<file path="config.mk">
export PLATFORM = sky130hd
export DESIGN_NAME = scan_line_field_parser
export DESIGN_NICKNAME = d
export VERILOG_FILES = /design/src/rtl/core/slfp_pkg.sv /design/src/rtl/core/slfp_cfg_regs.sv /design/src/rtl/core/slfp_in_stage.sv /design/src/rtl/core/slfp_parse.sv /design/src/rtl/core/scan_line_field_parser.sv
export SDC_FILE = /design/constraint.sdc
export NUM_CORES = 1
export LEC_CHECK = 0
export ABC_CLOCK_PERIOD_IN_PS = 15000
export BUFFER_PORTS_ARGS = -buffer_cell sky130_fd_sc_hd__buf_4
export CAP_MARGIN = 20
export CORE_MARGIN = 10
export CORE_UTILIZATION = 59
export CTS_BUF_LIST = sky130_fd_sc_hd__clkbuf_2
export DETAILED_ROUTE_END_ITERATION = 8
export GPL_TIMING_DRIVEN = 0
export HOLD_SLACK_MARGIN = 0.12
export PLACE_DENSITY_LB_ADDON = 0.15
export SYNTH_ARGS = -nofsm -noshare
export SYNTH_HDL_FRONTEND = slang
export SYNTH_SLANG_ARGS = --single-unit
</file>
<file path="constraint.sdc">
create_clock -name clk -period 15 [get_ports clk]
set_clock_uncertainty 0.2 [all_clocks]
set_input_delay 0.75 -clock clk [delete_from_list [all_inputs] [get_ports clk]]
set_output_delay 0.75 -clock clk [all_outputs]
set_load 0.03 [all_outputs]
</file>
<file path="src/rtl/core/slfp_pkg.sv">
// Shared types, character codes and constants for the scan line field parser.
// No dependencies; every module of the block but slfp_in_stage imports this package.
package slfp_pkg;

  localparam int MAX_LINE_LEN = 256;
  localparam int FRAC_DIGITS = 3;
  localparam int LEN_W = $clog2(MAX_LINE_LEN + 1);
  localparam logic [LEN_W-1:0] LEN_LIMIT = LEN_W'(MAX_LINE_LEN);
  localparam logic [1:0] FRAC_KEEP = 2'(FRAC_DIGITS);

  localparam int CFG_IDX_W = 3;
  localparam int CFG_DATA_W = 20;

  localparam logic [CFG_IDX_W-1:0] REG_ID_MIN = 3'd0;
  localparam logic [CFG_IDX_W-1:0] REG_ID_MAX = 3'd1;
  localparam logic [CFG_IDX_W-1:0] REG_OFFSET_MIN = 3'd2;
  localparam logic [CFG_IDX_W-1:0] REG_OFFSET_MAX = 3'd3;
  localparam logic [CFG_IDX_W-1:0] REG_SLOT_LIMIT = 3'd4;

  localparam logic [7:0] CHAR_LF = 8'h0A;
  localparam logic [7:0] CHAR_CR = 8'h0D;
  localparam logic [7:0] CHAR_SPACE = 8'h20;
  localparam logic [7:0] CHAR_TILDE = 8'h7E;
  localparam logic [7:0] CHAR_PLUS = 8'h2B;
  localparam logic [7:0] CHAR_COMMA = 8'h2C;
  localparam logic [7:0] CHAR_MINUS = 8'h2D;
  localparam logic [7:0] CHAR_POINT = 8'h2E;
  localparam logic [7:0] CHAR_ZERO = 8'h30;
  localparam logic [7:0] CHAR_NINE = 8'h39;
  localparam logic [7:0] CHAR_D = 8'h44;
  localparam logic [7:0] CHAR_O = 8'h4F;

  localparam logic [18:0] MAG_MAX = '1;
  localparam logic [8:0] ID_SAT = 9'd256;

  typedef enum logic [1:0] {
    STATUS_ACCEPT = 2'd0,
    STATUS_REJECT = 2'd1,
    STATUS_OVERLONG = 2'd2
  } status_t;

  typedef enum logic [9:0] {
    PH_START      = 10'b0000000001,
    PH_ID_FIRST   = 10'b0000000010,
    PH_ID_MORE    = 10'b0000000100,
    PH_EXPECT_O   = 10'b0000001000,
    PH_SIGN       = 10'b0000010000,
    PH_AFTER_SIGN = 10'b0000100000,
    PH_INT        = 10'b0001000000,
    PH_POINT      = 10'b0010000000,
    PH_FRAC       = 10'b0100000000,
    PH_BAD        = 10'b1000000000
  } phase_t;

  typedef struct packed {
    logic [7:0] id_min;
    logic [7:0] id_max;
    logic signed [19:0] offset_min;
    logic signed [19:0] offset_max;
    logic [7:0] slot_limit;
  } cfg_t;

  typedef struct packed {
    status_t status;
    logic [7:0] ident;
    logic signed [19:0] offset_mdeg;
    logic [7:0] line_slot;
  } result_t;

  // Weight in millidegrees of the next fraction digit, given how many are already taken.
  function automatic logic [6:0] frac_weight(input logic [1:0] taken);
    logic [6:0] w;
    unique case (taken)
      2'd0: w = 7'd100;
      2'd1: w = 7'd10;
      2'd2: w = 7'd1;
      default: w = 7'd0;
    endcase
    return w;
  endfunction

endpackage

</file>
<file path="src/rtl/core/slfp_cfg_regs.sv">
// Configuration registers of the scan line field parser: range limits and slot count.
// Depends on slfp_pkg for the register indexes and the cfg_t bundle.
module slfp_cfg_regs (
  input  logic clk,
  input  logic rst,
  input  logic cfg_write,
  input  logic [slfp_pkg::CFG_IDX_W-1:0] cfg_index,
  input  logic [slfp_pkg::CFG_DATA_W-1:0] cfg_data,
  output slfp_pkg::cfg_t cfg
);
  import slfp_pkg::*;

  always_ff @(posedge clk) begin
    if (rst) begin
      cfg.id_min <= 8'd1;
      cfg.id_max <= 8'd16;
      cfg.offset_min <= -20'sd10000;
      cfg.offset_max <= 20'sd10000;
      cfg.slot_limit <= 8'd4;
    end else if (cfg_write) begin
      unique case (cfg_index)
        REG_ID_MIN: cfg.id_min <= cfg_data[7:0];
        REG_ID_MAX: cfg.id_max <= cfg_data[7:0];
        REG_OFFSET_MIN: cfg.offset_min <= $signed(cfg_data);
        REG_OFFSET_MAX: cfg.offset_max <= $signed(cfg_data);
        REG_SLOT_LIMIT: cfg.slot_limit <= cfg_data[7:0];
        default: ;
      endcase
    end
  end

endmodule

</file>
<file path="src/rtl/core/slfp_in_stage.sv">
// Input register of the scan line field parser: holds one received byte for the parse step.
// Depends on nothing beyond the clock and reset.
module slfp_in_stage (
  input  logic clk,
  input  logic rst,
  input  logic in_valid,
  output logic in_ready,
  input  logic [7:0] rx_byte,
  output logic held,
  output logic [7:0] held_byte,
  input  logic take
);

  assign in_ready = !held || take;

  always_ff @(posedge clk) begin
    if (rst) begin
      held <= 1'b0;
    end else if (in_valid && in_ready) begin
      held <= 1'b1;
    end else if (take) begin
      held <= 1'b0;
    end
  end

  always_ff @(posedge clk) begin
    if (in_valid && in_ready) begin
      held_byte <= rx_byte;
    end
  end

endmodule

</file>
<file path="src/rtl/core/slfp_parse.sv">
// Line parser: phase tracking, field accumulation, range check and result register.
// Depends on slfp_pkg for phases, character codes, cfg_t and result_t.
module slfp_parse (
  input  logic clk,
  input  logic rst,
  input  slfp_pkg::cfg_t cfg,
  input  logic held,
  input  logic [7:0] held_byte,
  output logic take,
  output logic out_valid,
  input  logic out_ready,
  output slfp_pkg::result_t result
);
  import slfp_pkg::*;

  phase_t phase, phase_next;
  logic [LEN_W-1:0] line_length, line_length_next;
  logic [8:0] id_accum, id_accum_next;
  logic [18:0] offset_magnitude, offset_magnitude_next;
  logic offset_negative, offset_negative_next;
  logic [1:0] fraction_digits, fraction_digits_next;
  logic [7:0] next_slot, next_slot_next;

  logic is_eol, printable, dig, emit, ok;
  logic [3:0] d;
  logic [11:0] id_sum;
  logic [22:0] int_sum;
  logic [19:0] frac_sum;
  logic [18:0] int_mag, frac_mag;
  logic signed [19:0] off;
  logic [8:0] slot_inc;
  result_t result_next;

  assign is_eol = (held_byte == CHAR_CR) || (held_byte == CHAR_LF);
  assign printable = (held_byte >= CHAR_SPACE) && (held_byte <= CHAR_TILDE);
  assign dig = (held_byte >= CHAR_ZERO) && (held_byte <= CHAR_NINE);
  assign d = held_byte[3:0];

  assign emit = (is_eol && (line_length != '0)) || (printable && (line_length == LEN_LIMIT));
  assign take = held && (!emit || !out_valid || out_ready);

  assign id_sum = 12'(id_accum) * 12'd10 + 12'(d);
  assign int_sum = 23'(offset_magnitude) * 23'd10 + 23'(d) * 23'd1000;
  assign frac_sum = 20'(offset_magnitude) + 20'(d) * 20'(frac_weight(fraction_digits));
  assign int_mag = (int_sum > 23'(MAG_MAX)) ? MAG_MAX : int_sum[18:0];
  assign frac_mag = (frac_sum > 20'(MAG_MAX)) ? MAG_MAX : frac_sum[18:0];

  assign off = offset_negative ? -$signed({1'b0, offset_magnitude})
                               : $signed({1'b0, offset_magnitude});
  assign ok = ((phase == PH_INT) || (phase == PH_FRAC)) &&
              (offset_magnitude != MAG_MAX) &&
              (id_accum >= {1'b0, cfg.id_min}) && (id_accum <= {1'b0, cfg.id_max}) &&
              (off >= cfg.offset_min) && (off <= cfg.offset_max);
  assign slot_inc = {1'b0, next_slot} + 9'd1;

  always_comb begin
    phase_next = phase;
    line_length_next = line_length;
    id_accum_next = id_accum;
    offset_magnitude_next = offset_magnitude;
    offset_negative_next = offset_negative;
    fraction_digits_next = fraction_digits;
    next_slot_next = next_slot;
    result_next.status = STATUS_REJECT;
    result_next.ident = '0;
    result_next.offset_mdeg = '0;
    result_next.line_slot = '0;

    if (is_eol || (printable && line_length == LEN_LIMIT)) begin
      if (emit) begin
        phase_next = PH_START;
        line_length_next = '0;
        id_accum_next = '0;
        offset_magnitude_next = '0;
        offset_negative_next = 1'b0;
        fraction_digits_next = '0;
        if (!is_eol) begin
          result_next.status = STATUS_OVERLONG;
        end else if (ok) begin
          result_next.status = STATUS_ACCEPT;
          result_next.ident = id_accum[7:0];
          result_next.offset_mdeg = off;
          result_next.line_slot = next_slot;
          next_slot_next = (slot_inc > {1'b0, cfg.slot_limit}) ? 8'd1 : slot_inc[7:0];
        end
      end
    end else if (printable) begin
      line_length_next = line_length + LEN_W'(1);
      phase_next = PH_BAD;
      unique case (phase)
        PH_START: begin
          if (held_byte == CHAR_D) phase_next = PH_ID_FIRST;
        end
        PH_ID_FIRST, PH_ID_MORE: begin
          if (dig) begin
            id_accum_next = (id_sum > 12'(ID_SAT)) ? ID_SAT : id_sum[8:0];
            phase_next = PH_ID_MORE;
          end else if (held_byte == CHAR_COMMA && phase == PH_ID_MORE) begin
            phase_next = PH_EXPECT_O;
          end
        end
        PH_EXPECT_O: begin
          if (held_byte == CHAR_O) phase_next = PH_SIGN;
        end
        PH_SIGN, PH_AFTER_SIGN: begin
          if (phase == PH_SIGN && (held_byte == CHAR_PLUS || held_byte == CHAR_MINUS)) begin
            offset_negative_next = (held_byte == CHAR_MINUS);
            phase_next = PH_AFTER_SIGN;
          end else if (dig) begin
            offset_magnitude_next = int_mag;
            phase_next = PH_INT;
          end else if (held_byte == CHAR_POINT) begin
            phase_next = PH_POINT;
          end
        end
        PH_INT: begin
          if (dig) begin
            offset_magnitude_next = int_mag;
            phase_next = PH_INT;
          end else if (held_byte == CHAR_POINT) begin
            phase_next = PH_POINT;
          end
        end
        PH_POINT, PH_FRAC: begin
          if (dig) begin
            if (fraction_digits < FRAC_KEEP) begin
              fraction_digits_next = fraction_digits + 2'd1;
              offset_magnitude_next = frac_mag;
            end
            phase_next = PH_FRAC;
          end
        end
        default: phase_next = PH_BAD;
      endcase
    end
  end

  always_ff @(posedge clk) begin
    if (rst) begin
      phase <= PH_START;
      line_length <= '0;
      id_accum <= '0;
      offset_magnitude <= '0;
      offset_negative <= 1'b0;
      fraction_digits <= '0;
      next_slot <= 8'd1;
      out_valid <= 1'b0;
    end else begin
      if (take) begin
        phase <= phase_next;
        line_length <= line_length_next;
        id_accum <= id_accum_next;
        offset_magnitude <= offset_magnitude_next;
        offset_negative <= offset_negative_next;
        fraction_digits <= fraction_digits_next;
        next_slot <= next_slot_next;
      end
      if (take && emit) begin
        out_valid <= 1'b1;
      end else if (out_ready) begin
        out_valid <= 1'b0;
      end
    end
  end

  always_ff @(posedge clk) begin
    if (take && emit) begin
      result <= result_next;
    end
  end

endmodule

</file>
<file path="src/rtl/core/scan_line_field_parser.sv">
// Scan line field parser: one received byte per request; a result for every non-empty line.
// A line's last byte is held in the input register, its result then in the result register.
// Throughput: one byte per cycle; a line end stalls while the last result awaits out_ready.
// Reset: limits take their default values, the slot returns to one, parsing restarts.
// Depends on slfp_pkg, slfp_cfg_regs, slfp_in_stage and slfp_parse.
module scan_line_field_parser (
  input  logic clk,
  input  logic rst,
  input  logic cfg_write,
  input  logic [slfp_pkg::CFG_IDX_W-1:0] cfg_index,
  input  logic [slfp_pkg::CFG_DATA_W-1:0] cfg_data,
  input  logic in_valid,
  output logic in_ready,
  input  logic [7:0] rx_byte,
  output logic out_valid,
  input  logic out_ready,
  output logic [1:0] status,
  output logic [7:0] ident,
  output logic signed [19:0] offset_mdeg,
  output logic [7:0] line_slot
);
  import slfp_pkg::*;

  cfg_t cfg;
  result_t result;
  logic held, take;
  logic [7:0] held_byte;

  slfp_cfg_regs u_cfg (
    .clk(clk), .rst(rst), .cfg_write(cfg_write), .cfg_index(cfg_index),
    .cfg_data(cfg_data), .cfg(cfg)
  );

  slfp_in_stage u_in (
    .clk(clk), .rst(rst), .in_valid(in_valid), .in_ready(in_ready), .rx_byte(rx_byte),
    .held(held), .held_byte(held_byte), .take(take)
  );

  slfp_parse u_parse (
    .clk(clk), .rst(rst), .cfg(cfg), .held(held), .held_byte(held_byte), .take(take),
    .out_valid(out_valid), .out_ready(out_ready), .result(result)
  );

  assign status = result.status;
  assign ident = result.ident;
  assign offset_mdeg = result.offset_mdeg;
  assign line_slot = result.line_slot;

`ifndef NO_ASSERTIONS
  a_status_code: assert property (@(posedge clk) disable iff (rst)
    out_valid |-> (status == STATUS_ACCEPT || status == STATUS_REJECT ||
                   status == STATUS_OVERLONG))
    else $error("result status outside the defined codes");

  a_accept_slot: assert property (@(posedge clk) disable iff (rst)
    (out_valid && status == STATUS_ACCEPT) |-> (line_slot != 8'd0))
    else $error("accepted line carries slot zero");

  a_reject_zero: assert property (@(posedge clk) disable iff (rst)
    (out_valid && status != STATUS_ACCEPT) |->
      (ident == 8'd0 && offset_mdeg == 20'sd0 && line_slot == 8'd0))
    else $error("rejected or dropped line carries field data");

  a_take_needs_byte: assert property (@(posedge clk) disable iff (rst)
    take |-> held)
    else $error("parse step consumed an empty input register");
`endif

endmodule

</file>
==> results of run 1 <==
-- worst min-delay path, delay by kind of cell --
kind | cells | cell delay [ns]
AOI/OAI and AO/OA | 1 | 0.05
buffers and inverters | 1 | 0.12
and+or+nand+nor | 2 | 0.24
-- cell families after synthesis --
group	Yosys count	synth area share
flops	170	0.291
buf+inv	207	0.0615
mux	3	0.00235
compound gates	354	0.181
xor+xnor	82	0.0540
fa+ha+maj	203	0.205
simple gates	546	0.205
-- power groups by stage --
stage / Clock (mW) / Sequential [mW] / Combinational, mW
after floorplan: 0 / 0.490 / 0.102
after global placement: 0 / 0.491 / 0.139
after detailed placement: 0 / 0.492 / 0.142
after CTS: 0.270 / 0.483 / 0.149
after global routing: 0.290 / 0.485 / 0.169
final: 0.267 / 0.483 / 0.149
-- metrics by stage --
stage	util	instance area [sq um]	setup WS (ns)	power (mW)
after CTS	0.672	14800	8.99	0.903
after global placement	0.645	14200	9.09	0.630
after floorplan	-	13300	9.95	0.592
after global routing	0.672	14800	8.47	0.943
final	0.672	14800	8.97	0.900
after detailed placement	0.646	14200	9.08	0.634
-- worst min-delay path by stage --
| stage | from | end | slack [ns] | depth (start not counted) |
|---|---|---|---|---|
| after floorplan | u_cfg.cfg[10] | u_cfg.cfg[10] | 0.24 | 2 |
| after global placement | u_cfg.cfg[14] | u_cfg.cfg[14] | 0.24 | 2 |
| after detailed placement | u_cfg.cfg[4] | u_cfg.cfg[4] | 0.25 | 2 |
| after CTS | out_ready | u_parse.out_valid | 0.12 | 3 |
| after global routing | cfg_index[1] | u_cfg.cfg[50] | 0.18 | 4 |
| final | cfg_index[1] | u_cfg.cfg[54] | 0.19 | 4 |
-- metal layers --
| metal | track usage | vias up | wire length, microns |
|---|---|---|---|
| met5 | 0 | - | 0 |
| met4 | 0.0713 | 0 | 722 |
| met3 | 0.0342 | 49 | 1850 |
| met2 | 0.388 | 316 | 15800 |
| met1 | 0.299 | 5382 | 15200 |
| li1 | - | 5747 | - |
-- final cells by class --
cell class | instances | area share
diodes | 1 | 0.000169
multi-input cells | 1188 | 0.581
flip-flops and latches | 170 | 0.261
clock inverters | 15 | 0.0133
inverters | 161 | 0.0408
repair buffers | 106 | 0.0596
well taps | 280 | 0.0237
clock buffers | 17 | 0.00574
plain buffers | 46 | 0.0144
-- state kept, by name (all words and copies together), names as in the netlist --
signal and flops:
u_parse.line_length 9, u_parse.phase 10, u_parse.offset_negative 1, u_in.held_byte 8
u_parse.id_accum 9, u_parse.offset_magnitude 19, u_parse.out_valid 1, u_parse.result 38
u_in.held 1, u_parse.fraction_digits 2, u_parse.next_slot 8, u_cfg.cfg 64
-- repair_timing --
action,4_1_cts,5_1_grt
hold endpoints to repair,73,1
hold buffers,29,1
buffers inserted,0,0
-- synthesized netlist by cell type (9+ instances only) --
library cell	number
nand2_1	215
ha_1	178
inv_1	161
dfxtp_1	124
a21oi_1	114
nor2_1	97
xnor2_1	59
o21ai_0	56
edfxtp_1	46
nor2b_1	35
a21o_1	30
clkbuf_1	29
nand3_1	29
fa_1	25
nand3b_1	25
o21a_1	23
xor2_1	23
a211oi_1	19
nor3_1	19
and3_1	17
nand4_1	17
and2_1	14
nor4_1	11
a22oi_1	10
nor3b_1	10
o211ai_1	9
o21bai_1	9
-- cells in the final DEF, fill, tap and decap left out, types with 10 or more instances in the layout --
master / Yosys / final
a22oi_1: 10 / 10
fa_1: 25 / 25
a21o_1: 30 / 30
inv_1: 161 / 160
xnor2_1: 59 / 59
nand2_1: 215 / 215
nor3_1: 19 / 19
nor3b_1: 10 / 10
and3_1: 17 / 17
nor2b_1: 35 / 35
dlygate4sd3_1: 0 / 30
o21ai_0: 56 / 56
nand3_1: 29 / 29
a21oi_1: 114 / 114
a211oi_1: 19 / 19
buf_4: 1 / 76
o21a_1: 23 / 23
nor2_1: 97 / 97
and2_1: 14 / 14
nand4_1: 17 / 17
ha_1: 178 / 178
dfxtp_1: 124 / 124
clkbuf_2: 1 / 18
clkbuf_1: 29 / 29
edfxtp_1: 46 / 46
nand3b_1: 25 / 25
xor2_1: 23 / 23
nor4_1: 11 / 11
==> metrics.md, run 1 <==
| Metric | Value |
|---|---|
| Cell chain of the critical path | `fa_1 > inv_1 > fa_1 > inv_1 > ha_1 > nor2b_1 > o21ai_0 > a21oi_1 > o21ai_0 > nand2_1 > xor2_1 > ha_1 > nand2_1 > inv_1 > o221ai_1 > a21boi_0 > o2111ai_1 > nor3b_1 > nand2_1 > o2bb2ai_4 > buf_4 > a211oi_1` |
| Register area | `3860 sq um` |
| First-pass GRT wire length | `54.8 mm` |
| Via count | `11.5k` |
| FF-to-FF End | `u_parse.offset_magnitude[2]` |
| Distinct cells, synth | `89` |
| Crit path time final | `6.03 ns` |
| CTS tree | `built` |
| Avg WL per Cell | `16.9 microns` |
| Worst Tran Pin Value | `0.814 ns` |
| Max-cap violations | `0` |
| Setup tns final | `0 ns` |
| Area leader, netlist | `dfxtp_1` |
| Die width | `170 microns` |
| Post-synthesis cell count | `1565` |
| Net Count, Synth | `1804` |
| Clk sinks | `170` |
| Setup crit end | `u_parse.offset_magnitude[2]` |
| Critical path capture point type | `register` |
| Startpoint Class | `register` |
| Int Power | `0.601 mW` |
| Multi-input logic area | `8610 sq um` |
| Top cell type's share of synthesized area | `0.187` |
| CP Data Arrival Time | `6.51 ns` |
| Syn avg cell area | `8.49 sq um` |
| Cell count along the critical path | `22` |
| P_leak | `6.80 nW` |
| Clock Power Share | `0.297` |
| Number of routed nets with antenna violations | `0` |
| Synth warn | `0` |
| Die height | `170 microns` |
| Seq/Total Area, Yosys | `0.291` |
| Gr usage total | `0.230` |
| Power Density | `60.7 nW/um^2` |
| Clock Tree Buf Depth | `2` |
| Die Footprint | `28900 sq um` |
| Hold Violations, Final | `0` |
| Row Count | `54` |
| I/O Pins | `76` |
| Initial Util | `0.603` |
| Dominant cells by area after synthesis | `dfxtp_1 (19%), ha_1 (17%), edfxtp_1 (10%), nand2_1 (6.1%), inv_1 (4.5%)` |
| RSZ-0062 raised after global routing | `no` |
| Core Box Area | `22000 sq um` |
| Via/cell ratio | `5.79` |
| Dpl cells | `1921` |
| Reg2reg setup slack | `8.97 ns` |
| WP buf/inv | `4` |
| Fraction of layout cells with a size suffix above 1 | `0.0951` |
| GR Overflow Total | `0` |
| CP delay by family, top | `adder cells` |
| Combinational fraction of design power | `0.166` |
| Remaining DRCs | `0` |
| Tcrit/Tclk final | `0.402` |
| Crit-path max FO | `13` |
| Non-Filler Instances | `1984` |
| Worst stage delay on the critical path | `0.74 ns` |
| Reg clk slew, reported paths | `0.31 ns` |
| Latest clock arrival within the worst-skew pair | `0.82 ns` |
| Layout area overhead | `11.4%` |
| Fmax | `0.166 GHz` |
| Final setup fails | `0` |
| Synth Flop Type | `dfxtp_1` |
| R2R Path Start | `u_in.held_byte[2]` |
| Input/output buffers | `75` |
| Crit Path Class | `reg -> reg` |
| Switching power | `0.298 mW` |
| Post-Syn Area | `13300 sq um` |
| CP Launch Point | `u_in.held_byte[2]` |
| CP max stage cell | `edfxtp_1` |
| Seq pwr share | `0.537` |
| Final Wtd Congestion | `0.950` |
| Largest net degree at the start of global routing | `38` |
| CP required | `15.48 ns` |
| Fin. max-slew vios | `0` |
| Seq cells post-synth | `170` |
| Reg2Reg Depth | `22` |
| Clock Tree Root | `clkbuf_2` |
| Wirelength, routed | `33.6 mm` |
| Status | `completed` |
| CTS H-tree depth | `4` |
| Fill cells | `1854` |
| CTS buffer count | `17` |
| Sw Share | `0.332` |
| Post-synth EDFFs | `46` |
| Max IR drop VDD | `46.5 uV` |
| Min-delay worst type | `in -> reg` |
| Fin nets | `1929` |
| Vias in the first global route | `11.0k` |
| Antenna violations before repair | `1` |
| PostCTS Resize Cnt | `0` |
| Post-synthesis async set-or-reset flop share | `0` |
| Slew margin rel. | `0.454` |
| Worst hold slack | `0.189 ns` |
| TritonRoute pass-1 iters | `5` |
| Final HPWL DP | `26.0 mm` |
| Drt first-iter violations | `723` |
No activity file was read; power rests on OpenSTA's default activity.
==> run 2: changes to the inputs <==
- ABC_CLOCK_PERIOD_IN_PS: 15000 -> 5500
- CORE_UTILIZATION: 59 -> 58
- clock period: 15 -> 5.5 ns (I/O delays scaled with it)
==> run 2 against run 1 <==
Net effect: sequential share of layout area is 1.2 points lower; worst hold slack better by 0.033 ns; sequential power grew to 2.7 times the previous value; clock-buffer cell count is 1 higher; clock power grew to 2.7 times the previous value; global-route usage is 1.2 points higher; critical path type unchanged; largest power group unchanged.
==> metrics.md, run 2 (synthesis gave the netlist of run 1 again) <==
| Metric | Value |
|---|---|
| CTS H-tree depth | `4 (unchanged)` |
| Power Density | `160 nW/um^2 (was 60.7 nW/um^2)` |
| Setup tns final | `0 ns (unchanged)` |
| CTS buffer count | `17 (unchanged)` |
| Die Footprint | `29400 sq um (was 28900 sq um)` |
| Largest register by flop count | `u_cfg.cfg (unchanged)` |
| Tcrit/Tclk final | `0.983 (was 0.402)` |
| Placed cell area | `14200 sq um (about the same)` |
| Status | `completed (unchanged)` |
| Slew margin rel. | `0.415 (was 0.454)` |
| Largest net degree at the start of global routing | `38 (unchanged)` |
| CP required | `5.86 ns (was 15.48 ns)` |
| Core Box Area | `22600 sq um (was 22000 sq um)` |
| Hold Violations, Final | `0 (unchanged)` |
| Layout area overhead | `17.0% (was 11.4%)` |
| Drt first-iter violations | `785 (was 723)` |
| Commonest non-fill, non-tap cells in the layout | `nand2_1 (215), ha_1 (177), inv_1 (160) (was nand2_1 (215), ha_1 (178), inv_1 (160))` |
| Reg clk slew, reported paths | `0.30 ns (was 0.31 ns)` |
| Die width | `171 microns (was 170 microns)` |
| Gr usage total | `0.242 (was 0.230)` |
| Antenna violations before repair | `1 (unchanged)` |
| Remaining DRCs | `0 (unchanged)` |
| Clk sinks | `170 (unchanged)` |
| GR Overflow Total | `0 (unchanged)` |
| Register area | `3860 sq um (about the same)` |
| CP Data Arrival Time | `5.77 ns (was 6.51 ns)` |
| WP buf/inv | `2 (was 4)` |
| Clock Tree Root | `clkbuf_2 (unchanged)` |
| Total power | `2.49 mW (was 0.900 mW)` |
| Fraction of layout cells with a size suffix above 1 | `0.110 (was 0.0951)` |
| DP Worst Slack | `-0.463 ns (was 9.08 ns)` |
| CP delay by family, top | `simple AND/OR/NAND/NOR gates (was adder cells)` |
| Input/output buffers | `75 (unchanged)` |
| Max IR drop VDD | `126 uV (was 46.5 uV)` |
| Crit path time final | `5.41 ns (was 6.03 ns)` |
| Startpoint Class | `register (unchanged)` |
| Dpl cells | `1926 (was 1921)` |
| First-pass GRT wire length | `57.5 mm (was 54.8 mm)` |
| Latest clock arrival within the worst-skew pair | `0.78 ns (was 0.82 ns)` |
| Fin nets | `1992 (was 1929)` |
| Worst Tran Pin Value | `0.877 ns (was 0.814 ns)` |
| Vias in the first global route | `11.5k (was 11.0k)` |
| CP max stage cell | `or4_4 (was edfxtp_1)` |
| Via count | `11.9k (was 11.5k)` |
| Design Area, Final | `15600 sq um (was 14800 sq um)` |
| Max-cap violations | `0 (unchanged)` |
| Final Util | `0.689 (was 0.672)` |
| Number of flip-flops under the largest register name | `64 (unchanged)` |
| Clock Tree Buf Depth | `2 (unchanged)` |
| Die height | `171 microns (was 170 microns)` |
| RSZ-0062 raised after global routing | `yes (was no)` |
| Final setup fails | `0 (unchanged)` |
| Via/cell ratio | `5.80 (was 5.79)` |
| Biggest regs | `u_cfg.cfg: 64 flops, u_parse.result: 38 flops, u_parse.offset_magnitude: 19 flops (unchanged)` |
| Worst hold slack | `0.223 ns (was 0.189 ns)` |
| Wirelength, routed | `35.9 mm (was 33.6 mm)` |
| Fin. max-slew vios | `0 (unchanged)` |
| Avg WL per Cell | `17.5 microns (was 16.9 microns)` |
| Crit-path max FO | `10 (was 13)` |
| Final Wtd Congestion | `0.923 (was 0.950)` |
| Worst stage delay on the critical path | `0.56 ns (was 0.74 ns)` |
| Fill cells | `1820 (was 1854)` |
| Cell chain of the critical path | `buf_2 > or4_4 > or3_4 > or3_1 > o41a_1 > xnor2_2 > ha_1 > nand3_1 > or4_4 > or3_1 > o21bai_1 > a41oi_2 > nor2b_4 > nand3_4 > buf_2 > nor2_1 (was fa_1 > inv_1 > fa_1 > inv_1 > ha_1 > nor2b_1 > o21ai_0 > a21oi_1 > o21ai_0 > nand2_1 > xor2_1 > ha_1 > nand2_1 > inv_1 > o221ai_1 > a21boi_0 > o2111ai_1 > nor3b_1 > nand2_1 > o2bb2ai_4 > buf_4 > a211oi_1)` |
| Initial Util | `0.589 (was 0.603)` |
| Crit Path Class | `reg -> reg (unchanged)` |
| TritonRoute pass-1 iters | `6 (was 5)` |
| Setup slack after layout | `0.0928 ns (was 8.97 ns)` |
| Non-Filler Instances | `2053 (was 1984)` |
| P_leak | `7.09 nW (was 6.80 nW)` |
| Number of routed nets with antenna violations | `0 (unchanged)` |
| Most common cell after layout, fill and taps aside | `nand2_1 (unchanged)` |
| Row Count | `55 (was 54)` |
| Min-delay worst type | `in -> reg (unchanged)` |
| Multi-input logic area | `8720 sq um (was 8610 sq um)` |
| CTS tree | `built (unchanged)` |
| Final HPWL DP | `26.4 mm (was 26.0 mm)` |
| Fmax | `0.185 GHz (was 0.166 GHz)` |
| I/O Pins | `76 (unchanged)` |
| Critical path capture point type | `register (unchanged)` |
run 2: worst paths after layout:
kind / startpoint / to / slack (ns) / cells past startpoint
max: u_parse.offset_magnitude[6] / u_parse.result[8] / 0.09 / 16
min: out_ready / u_parse.out_valid / 0.22 / 4
max reg2reg: u_parse.offset_magnitude[6] / u_parse.result[8] / 0.09 / 16
min reg2reg: u_cfg.cfg[4] / u_cfg.cfg[4] / 0.27 / 2
run 2: layout make-up:
| type | instances | area share |
|---|---|---|
| plain buffers | 46 | 0.0147 |
| diodes | 2 | 0.000322 |
| well taps | 285 | 0.0229 |
| multi-input cells | 1188 | 0.561 |
| clock inverters | 14 | 0.0113 |
| flip-flops and latches | 170 | 0.249 |
| clock buffers | 18 | 0.00579 |
| repair buffers | 169 | 0.0967 |
| inverters | 161 | 0.0389 |
run 2: timing repair:
item,4_1_cts,5_1_grt
setup endpoints to repair,57,57
setup buffers,8,1
gates cloned,0,0
endpoints found under the hold margin,105,0
hold buffers,84,0
pin swaps,2,6
resized for setup,8,29
run 2: power by group:
| part | switching (mW) | internal (mW) |
|---|---|---|
| clock | 0.533 | 0.198 |
| sequential | 0.0113 | 1.30 |
| combinational | 0.251 | 0.200 |
run 2: worst min-delay path, cell delays in order:
cell	delay [ns]
dlygate4sd3_1	0.53
buf_4	0.10
nand2b_1	0.20
a21oi_1	0.10
run 2: metal layers:
layer / vias up / routed length (microns) / global-route usage
li1: 5865 / - / -
met1: 5647 / 15100 / 0.299
met4: 0 / 776 / 0.0726
met3: 49 / 2360 / 0.0374
met2: 338 / 17600 / 0.425
met5: - / 0 / 0
